==> config.mk <==
export PLATFORM = sky130hd
export DESIGN_NAME = i2c_master_bit_sequencer
export DESIGN_NICKNAME = d
export VERILOG_FILES = /design/src/i2cms_pkg.sv /design/src/i2cms_ctrl.sv /design/src/i2cms_datapath.sv /design/src/i2c_master_bit_sequencer.sv
export SDC_FILE = /design/constraint.sdc
export NUM_CORES = 1
export LEC_CHECK = 0
export BUFFER_PORTS_ARGS = -buffer_cell sky130_fd_sc_hd__buf_2
export CAP_MARGIN = 10
export CORE_MARGIN = 3
export CORE_UTILIZATION = 40
export CTS_CLUSTER_SIZE = 10
export DETAILED_ROUTE_END_ITERATION = 8
export GPL_TIMING_DRIVEN = 0
export PLACE_DENSITY = 0.65
export SLEW_MARGIN = 20
export SYNTH_ARGS = -nofsm -noshare
export SYNTH_HDL_FRONTEND = slang
export SYNTH_SLANG_ARGS = --single-unit
==> constraint.sdc <==
create_clock -name aclk -period 6.2 [get_ports aclk]
set_input_delay 0.31 -clock aclk [delete_from_list [all_inputs] [get_ports aclk]]
set_output_delay 0.31 -clock aclk [all_outputs]
set_load 0.005 [all_outputs]
==> src/i2cms_pkg.sv <==
// Shared types and constants for the I2C master bit sequencer.
`timescale 1ns / 1ps

package i2cms_pkg;

    // Command codes carried on the request channel
    localparam logic [1:0] KIND_START = 2'd0;
    localparam logic [1:0] KIND_STOP  = 2'd1;
    localparam logic [1:0] KIND_WRITE = 2'd2;
    localparam logic [1:0] KIND_READ  = 2'd3;

    localparam int PHASE_W = 16;
    localparam logic [PHASE_W-1:0] PHASE_CYCLES_RESET = 16'd250;

    // Phase index layout
    localparam int IDX_W = 5;
    localparam logic [IDX_W-1:0] WR_DATA_PHASES = 5'd24;  // 8 bits x 3 phases
    localparam logic [IDX_W-1:0] WR_ACK_CLK     = 5'd24;
    localparam logic [IDX_W-1:0] RD_DATA_PHASES = 5'd16;  // 8 bits x 2 phases
    localparam logic [IDX_W-1:0] RD_ACK_SET     = 5'd16;
    localparam logic [IDX_W-1:0] RD_ACK_CLK     = 5'd17;
    localparam logic [IDX_W-1:0] RD_ACK_END     = 5'd18;

    // Controller to datapath
    typedef struct packed {
        logic load;     // capture a new command request
        logic tick;     // count down the phase hold timer
        logic advance;  // step to the next phase and reload the timer
        logic emit;     // current phase request taken downstream
    } i2cms_cmd_t;

    // Datapath to controller
    typedef struct packed {
        logic hold_done;
        logic last_phase;
    } i2cms_status_t;

endpackage

==> src/i2cms_ctrl.sv <==
// Controller state machine: request intake, phase hold and phase handoff.
`timescale 1ns / 1ps

module i2cms_ctrl (
    input  logic                    aclk,
    input  logic                    aresetn,
    input  logic                    s_tvalid,
    output logic                    s_tready,
    output logic                    m_tvalid,
    input  logic                    m_tready,
    input  i2cms_pkg::i2cms_status_t status,
    output i2cms_pkg::i2cms_cmd_t    cmd
);

    typedef enum logic [2:0] {
        ST_IDLE = 3'b001,
        ST_HOLD = 3'b010,
        ST_SEND = 3'b100
    } state_t;

    state_t state_reg, state_next;

    // State register
    always_ff @(posedge aclk) begin
        if (!aresetn) begin
            state_reg <= ST_IDLE;
        end else begin
            state_reg <= state_next;
        end
    end

    // Next state and datapath commands
    always_comb begin
        state_next  = state_reg;
        cmd         = '0;
        s_tready    = 1'b0;
        m_tvalid    = 1'b0;
        case (state_reg)
            ST_IDLE: begin
                s_tready = 1'b1;
                if (s_tvalid) begin
                    cmd.load   = 1'b1;
                    state_next = ST_HOLD;
                end
            end
            ST_HOLD: begin
                cmd.tick = 1'b1;
                if (status.hold_done) begin
                    state_next = ST_SEND;
                end
            end
            ST_SEND: begin
                m_tvalid = 1'b1;
                if (m_tready) begin
                    cmd.emit = 1'b1;
                    if (status.last_phase) begin
                        state_next = ST_IDLE;
                    end else begin
                        cmd.advance = 1'b1;
                        state_next  = ST_HOLD;
                    end
                end
            end
            default: begin
                state_next = ST_IDLE;
            end
        endcase
    end

endmodule

==> src/i2cms_datapath.sv <==
// Datapath: command registers, phase counters, hold timer and phase decode.
`timescale 1ns / 1ps

module i2cms_datapath (
    input  logic                     aclk,
    input  logic                     aresetn,
    input  i2cms_pkg::i2cms_cmd_t    cmd,
    output i2cms_pkg::i2cms_status_t status,
    input  logic                     cfg_wr_en,
    input  logic [15:0]              cfg_wr_data,
    input  logic [1:0]               in_kind,
    input  logic [7:0]               in_tx_byte,
    input  logic                     in_master_ack,
    input  logic [7:0]               in_slave_byte,
    input  logic                     in_slave_ack_bit,
    output logic                     out_scl,
    output logic                     out_sda,
    output logic [7:0]               out_rx_byte,
    output logic                     out_ack_seen,
    output logic                     out_last
);

    logic [i2cms_pkg::PHASE_W-1:0] phase_cycles_reg;
    logic [i2cms_pkg::PHASE_W-1:0] hold_cnt_reg;
    logic [i2cms_pkg::IDX_W-1:0]   idx_reg;
    logic [1:0]                    sub_reg;
    logic [1:0]                    kind_reg;
    logic [7:0]                    shift_reg;
    logic [7:0]                    slave_byte_reg;
    logic                          master_ack_reg;
    logic                          slave_ack_reg;
    logic                          sda_level_reg;
    logic                          sub_wrap;

    // Phase length register; a written zero is taken as one
    always_ff @(posedge aclk) begin
        if (!aresetn) begin
            phase_cycles_reg <= i2cms_pkg::PHASE_CYCLES_RESET;
        end else if (cfg_wr_en) begin
            phase_cycles_reg <= (cfg_wr_data == '0) ? 16'd1 : cfg_wr_data;
        end
    end

    // Bus data level left by the last emitted phase
    always_ff @(posedge aclk) begin
        if (!aresetn) begin
            sda_level_reg <= 1'b1;
        end else if (cmd.emit) begin
            sda_level_reg <= out_sda;
        end
    end

    // Sub-phase wraps after 3 phases per written bit, 2 per read bit
    assign sub_wrap = (kind_reg == i2cms_pkg::KIND_WRITE) ? (sub_reg == 2'd2)
                                                          : (sub_reg == 2'd1);

    // Command capture, phase counters and hold timer
    always_ff @(posedge aclk) begin
        if (cmd.load) begin
            kind_reg       <= in_kind;
            shift_reg      <= in_tx_byte;
            master_ack_reg <= in_master_ack;
            slave_byte_reg <= in_slave_byte;
            slave_ack_reg  <= in_slave_ack_bit;
            idx_reg        <= '0;
            sub_reg        <= '0;
            hold_cnt_reg   <= phase_cycles_reg;
        end else if (cmd.advance) begin
            idx_reg      <= idx_reg + 1'b1;
            hold_cnt_reg <= phase_cycles_reg;
            if (sub_wrap) begin
                sub_reg   <= '0;
                shift_reg <= {shift_reg[6:0], 1'b0};
            end else begin
                sub_reg <= sub_reg + 1'b1;
            end
        end else if (cmd.tick) begin
            hold_cnt_reg <= hold_cnt_reg - 1'b1;
        end
    end

    assign status.hold_done  = (hold_cnt_reg == 16'd1);
    assign status.last_phase = out_last;

    // Phase decode: line levels and result fields for the current phase
    always_comb begin
        out_scl      = 1'b1;
        out_sda      = 1'b1;
        out_rx_byte  = 8'd0;
        out_ack_seen = 1'b0;
        out_last     = 1'b0;
        case (kind_reg)
            i2cms_pkg::KIND_START: begin
                if (idx_reg == 5'd1) begin
                    out_sda = 1'b0;
                end else if (idx_reg != 5'd0) begin
                    out_scl  = 1'b0;
                    out_sda  = 1'b0;
                    out_last = 1'b1;
                end
            end
            i2cms_pkg::KIND_STOP: begin
                if (idx_reg == 5'd0) begin
                    out_sda = sda_level_reg;
                end else begin
                    out_last = 1'b1;
                end
            end
            i2cms_pkg::KIND_WRITE: begin
                if (idx_reg < i2cms_pkg::WR_DATA_PHASES) begin
                    // data set with clock high, clock low, data low
                    out_scl = (sub_reg == 2'd0);
                    out_sda = (sub_reg == 2'd2) ? 1'b0 : shift_reg[7];
                end else if (idx_reg != i2cms_pkg::WR_ACK_CLK) begin
                    out_scl      = 1'b0;
                    out_ack_seen = ~slave_ack_reg;
                    out_last     = 1'b1;
                end
            end
            i2cms_pkg::KIND_READ: begin
                if (idx_reg < i2cms_pkg::RD_DATA_PHASES) begin
                    out_scl = (sub_reg == 2'd0);
                end else if (idx_reg == i2cms_pkg::RD_ACK_SET) begin
                    out_sda = ~master_ack_reg;
                end else if (idx_reg == i2cms_pkg::RD_ACK_CLK) begin
                    out_scl = 1'b0;
                    out_sda = ~master_ack_reg;
                end else if (idx_reg == i2cms_pkg::RD_ACK_END) begin
                    out_scl = 1'b0;
                    out_sda = 1'b0;
                end else begin
                    // the result byte is the slave byte captured with the command, not shifted in
                    out_scl     = 1'b0;
                    out_sda     = 1'b0;
                    out_rx_byte = slave_byte_reg;
                    out_last    = 1'b1;
                end
            end
            default: begin
                out_last = 1'b1;
            end
        endcase
    end

endmodule

==> src/i2c_master_bit_sequencer.sv <==
// Top level of the I2C master bit sequencer.
`timescale 1ns / 1ps

// One command request (start, stop, write byte, read byte) turns into a run of
// bus phase requests, one per phase, each giving the SCL and SDA levels
// (1 = released). Start gives 3 phases, stop 2, write 26, read 20. Each phase
// is held in the hold timer, which counts down from phase_cycles (a write of 0
// counts as 1), and is then offered on the m_ side; the next phase starts its
// hold when that request is taken, so a downstream stall holds up the command.
// The hold timer sets the pace, and one command is in flight at a time.
// Configuration is to be written through cfg_wr_en/cfg_wr_data only while
// idle; the block itself does not enforce it.
module i2c_master_bit_sequencer (
    input  logic        aclk,
    input  logic        aresetn,
    input  logic        cfg_wr_en,
    input  logic [15:0] cfg_wr_data,   // phase_cycles
    input  logic        s_tvalid,
    output logic        s_tready,
    input  logic [23:0] s_tdata,       // tx_byte[7:0], master_ack, slave_byte[7:0],
                                       // slave_ack_bit, zero pad
    input  logic [1:0]  s_tuser,       // kind
    output logic        m_tvalid,
    input  logic        m_tready,
    output logic [15:0] m_tdata,       // scl, sda, rx_byte[7:0], ack_seen, zero pad
    output logic        m_tlast        // last phase of the command
);

    i2cms_pkg::i2cms_cmd_t    cmd;
    i2cms_pkg::i2cms_status_t status;
    logic                     scl;
    logic                     sda;
    logic [7:0]               rx_byte;
    logic                     ack_seen;

    i2cms_ctrl u_ctrl (
        .aclk     (aclk),
        .aresetn  (aresetn),
        .s_tvalid (s_tvalid),
        .s_tready (s_tready),
        .m_tvalid (m_tvalid),
        .m_tready (m_tready),
        .status   (status),
        .cmd      (cmd)
    );

    i2cms_datapath u_datapath (
        .aclk             (aclk),
        .aresetn          (aresetn),
        .cmd              (cmd),
        .status           (status),
        .cfg_wr_en        (cfg_wr_en),
        .cfg_wr_data      (cfg_wr_data),
        .in_kind          (s_tuser),
        .in_tx_byte       (s_tdata[7:0]),
        .in_master_ack    (s_tdata[8]),
        .in_slave_byte    (s_tdata[16:9]),
        .in_slave_ack_bit (s_tdata[17]),
        .out_scl          (scl),
        .out_sda          (sda),
        .out_rx_byte      (rx_byte),
        .out_ack_seen     (ack_seen),
        .out_last         (m_tlast)
    );

    assign m_tdata = {5'd0, ack_seen, rx_byte, sda, scl};

    // One command in flight: no intake while a phase is offered
    assert property (@(posedge aclk) disable iff (!aresetn)
        s_tready |-> !m_tvalid)
        else $error("command intake while a phase is pending");

    // A taken phase that is not last is followed by a hold, not a new intake
    assert property (@(posedge aclk) disable iff (!aresetn)
        (m_tvalid && m_tready && !m_tlast) |=> (!m_tvalid && !s_tready))
        else $error("phase hold skipped");

    // The last phase taken returns the block to command intake
    assert property (@(posedge aclk) disable iff (!aresetn)
        (m_tvalid && m_tready && m_tlast) |=> s_tready)
        else $error("not ready after final phase");

    // A taken command is never answered in the very next cycle
    assert property (@(posedge aclk) disable iff (!aresetn)
        (s_tvalid && s_tready) |=> (!m_tvalid && !s_tready))
        else $error("phase offered without hold");

endmodule
==> out/metrics.cfg <==
[outcome]
outcome=finished clean

[power_and_ir_drop]
share_seq_of_total_power_pct=52.4
vdd_drop_max_mv=0.107
switching_share_pct=26.6
p_int_mw=0.716
p_per_area_nw_per_um2=249
pwr-share-clk_pct=33.5
p_comb_share_pct=14.1
p_switching_mw=0.260
p_leak_nw=1.67

[global_route]
grt_antenna_before_repair=0
grt_pass1_vias=2396
grt_pass1_wl_um=11400
grt_max_degree=22
grtUsageTotal_pct=15.1
overflow=0

[clocking]
clock_path_buffers=2
ctsResizeCount=0
postCtsHoldBufs=0
clock-sinks=63
cts_tree=built
cts-root-buf=clkbuf_8
clock_latency_ns=0.35
clk_pin_slew_ns=0.07
cts_buffers=9
cts_setup_buffers=0
cts_max_level=3

[placement]
dp_hpwl_um=4960
place_worst_setup_slack_ns=3.07
io_buffer_count=52
gp_congestion=0.808

[setup_path]
crit_cells=9
reg2reg_from=u_datapath.idx_reg[0]$_SDFFE_PP0P_
crit_end=u_datapath.hold_cnt_reg[1]$_DFFE_PP_
slowest_delay_ns=0.46
startpoint=u_datapath.idx_reg[0]$_SDFFE_PP0P_
critPathTopFamily=compound AO/OA/AOI/OAI gates
worstPathArrival_ns=3.02
r2r_setup_slack_ns=3.28
reg2reg_to=u_datapath.hold_cnt_reg[1]$_DFFE_PP_
critPathKind=reg -> reg
slowest_stage=a211oi_4
path_cells=inv_1 -> ha_1 -> or2_4 -> a211oi_4 -> a211oi_4 -> nor3_4 -> buf_6 -> o21ai_2 -> buf_6
cp-start-kind=flip-flop
cp.required_ns=6.30
crit_buf_inv=3
reg2reg_depth=9
worstPathMaxFanout=13
cp-end-kind=flip-flop

[timing]
finalSetupViolations=0
fin_crit_ns=2.92
final_hold_viol_count=0
fin_worst_skew_ns=0.00996
fmax_mhz=342
fin_ws_ns=3.28
grt_setup_unrepaired=false
tns_ns=0
fin_crit_sh_pct=47.1
slew-limit-headroom_pct=38.4
slew_violations=0
worst_pin_slew_ns=0.916

[synthesis]
synth_edf_count=36
synthFlopType=edfxtp_1
ys_async_sr_fraction_pct=0
ys_types=53
synth_seq_area_share_pct=49.0
postSynthCellCount=304
synth_seq_cells=63
synth_area_um2=3310
ys_warn_count=0
syn_avg_cell_area_um2=10.9

[floorplan]
die_h_um=97.0
die_area_um2=9400
rows=32
initial_core_util_pct=42.0
core-area_um2=7890
die_w_um=97.0
io_pins=66

[layout]
drive_gt1_share_pct=29.1
fin_util_pct=49.7
diodes=0
n_fill_cell=735
area_growth_pct=18.4
nets=429

[hold_path]
hold_class=in -> reg
holdCritStartpoint=s_tdata[10]

[routing]
ant_nets=0
vias=2365
dr.pass1.iters=4
drt-wirelength-per-cell_um=14.0
totalWireLength_um=6710
viasPerCell=4.93
drtIter0Drc=86
drc=0

[flow_run]
maxCapViolCount=0

==> per-layer routing <==
layer  global-route usage (%)  vias up  part of all wire [%]
met1                     19.6     1101                    48
met4                     5.62        0                   1.1
met3                     4.76        6                   4.3
met5                        0        -                     0
met2                     23.7       41                    47
li1                         -     1217                     -
==> Yosys cell counts (3+ instances only) <==
cell type  count  share of area, %
buf_2          3              0.45
edfxtp_1      36                33
nor2b_1       11               2.1
nor4_1         7               1.3
buf_4          8               1.8
ha_1           9               3.4
nor2_1        11               1.2
and3_1        10               1.9
nand2_1       41               4.6
inv_1         12               1.4
o31a_1         3              0.79
mux2_2         9               3.1
a21oi_1        4              0.60
a211oi_4       3               1.8
or4_1          4              0.91
xnor2_1        6               1.6
mux2_4         7               3.2
clkbuf_1       7              0.79
dfxtp_1       27                16
nor3_1         7               1.1
nand2b_1       4              0.76
mux2i_1       17               5.1
o21ai_0       17               2.6
xor2_1         9               2.4
==> cell type report <==
type / count / area [µm²] / area share (%)
multi-input cells: 213 / 1550 / 39.5
clock buffers: 10 / 138 / 3.51
well taps: 102 / 128 / 3.26
inverters: 12 / 45.0 / 1.15
repair buffers: 54 / 283 / 7.21
plain buffers: 20 / 116 / 2.97
flip-flops and latches: 63 / 1620 / 41.4
clock inverters: 6 / 42.5 / 1.09
==> worst min path at each step <==
stage                                                        endpoint  cells after the start  slack [ns]
final                          u_datapath.slave_byte_reg[1]$_DFFE_PP_                      1        0.14
after global routing           u_datapath.slave_byte_reg[6]$_DFFE_PP_                      1        0.12
after CTS                      u_datapath.slave_byte_reg[5]$_DFFE_PP_                      1        0.12
after detailed placement  u_datapath.phase_cycles_reg[5]$_SDFFE_PN1P_                      2        0.47
after global placement    u_datapath.phase_cycles_reg[5]$_SDFFE_PN1P_                      2        0.46
after floorplan                      u_datapath.kind_reg[0]$_DFFE_PP_                      0        0.41
==> power groups by stage <==
stage / Clock, mW / Combinational, mW / Sequential (mW)
4_1_cts: 0.338 / 0.138 / 0.512
3_5_place_dp: 0 / 0.137 / 0.521
2_1_floorplan: 0 / 0.0983 / 0.515
6_report: 0.326 / 0.137 / 0.511
3_3_place_gp: 0 / 0.130 / 0.520
5_1_grt: 0.360 / 0.154 / 0.516
==> kinds of logic after synthesis <==
| family | Yosys count | share of synthesized area, % |
|---|---|---|
| compound gates | 37 | 8.47 |
| mux | 33 | 11.4 |
| flops | 63 | 49.0 |
| buf+inv | 32 | 4.88 |
| xor+xnor | 15 | 3.97 |
| other cells | 1 | 0.113 |
| simple gates | 114 | 18.8 |
| fa+ha+maj | 9 | 3.40 |
==> stage by stage <==
| step | hold WS (ns) | instance area [µm²] | std cells | power, mW |
|---|---|---|---|---|
| after floorplan | 0.409 | 3330 | 308 | 0.613 |
| after global placement | 0.460 | 3710 | 462 | 0.651 |
| after detailed placement | 0.470 | 3730 | 463 | 0.658 |
| after CTS | 0.119 | 3910 | 479 | 0.987 |
| after global routing | 0.121 | 3920 | 480 | 1.03 |
| final | 0.139 | 3920 | 480 | 0.975 |
==> cells in the final DEF (no fill, tap or decap), drive strengths merged, types with 8 or more instances in the layout <==
cell type  count
nand2         42
inv           15
and3          10
mux2          16
dfxtp         27
mux2i         17
clkbuf        17
o21ai         17
edfxtp        36
nor2          12
buf           67
nor3           8
xor2           9
ha             9
nor2b         11
Note: power is estimated with default switching activity, not from simulation.
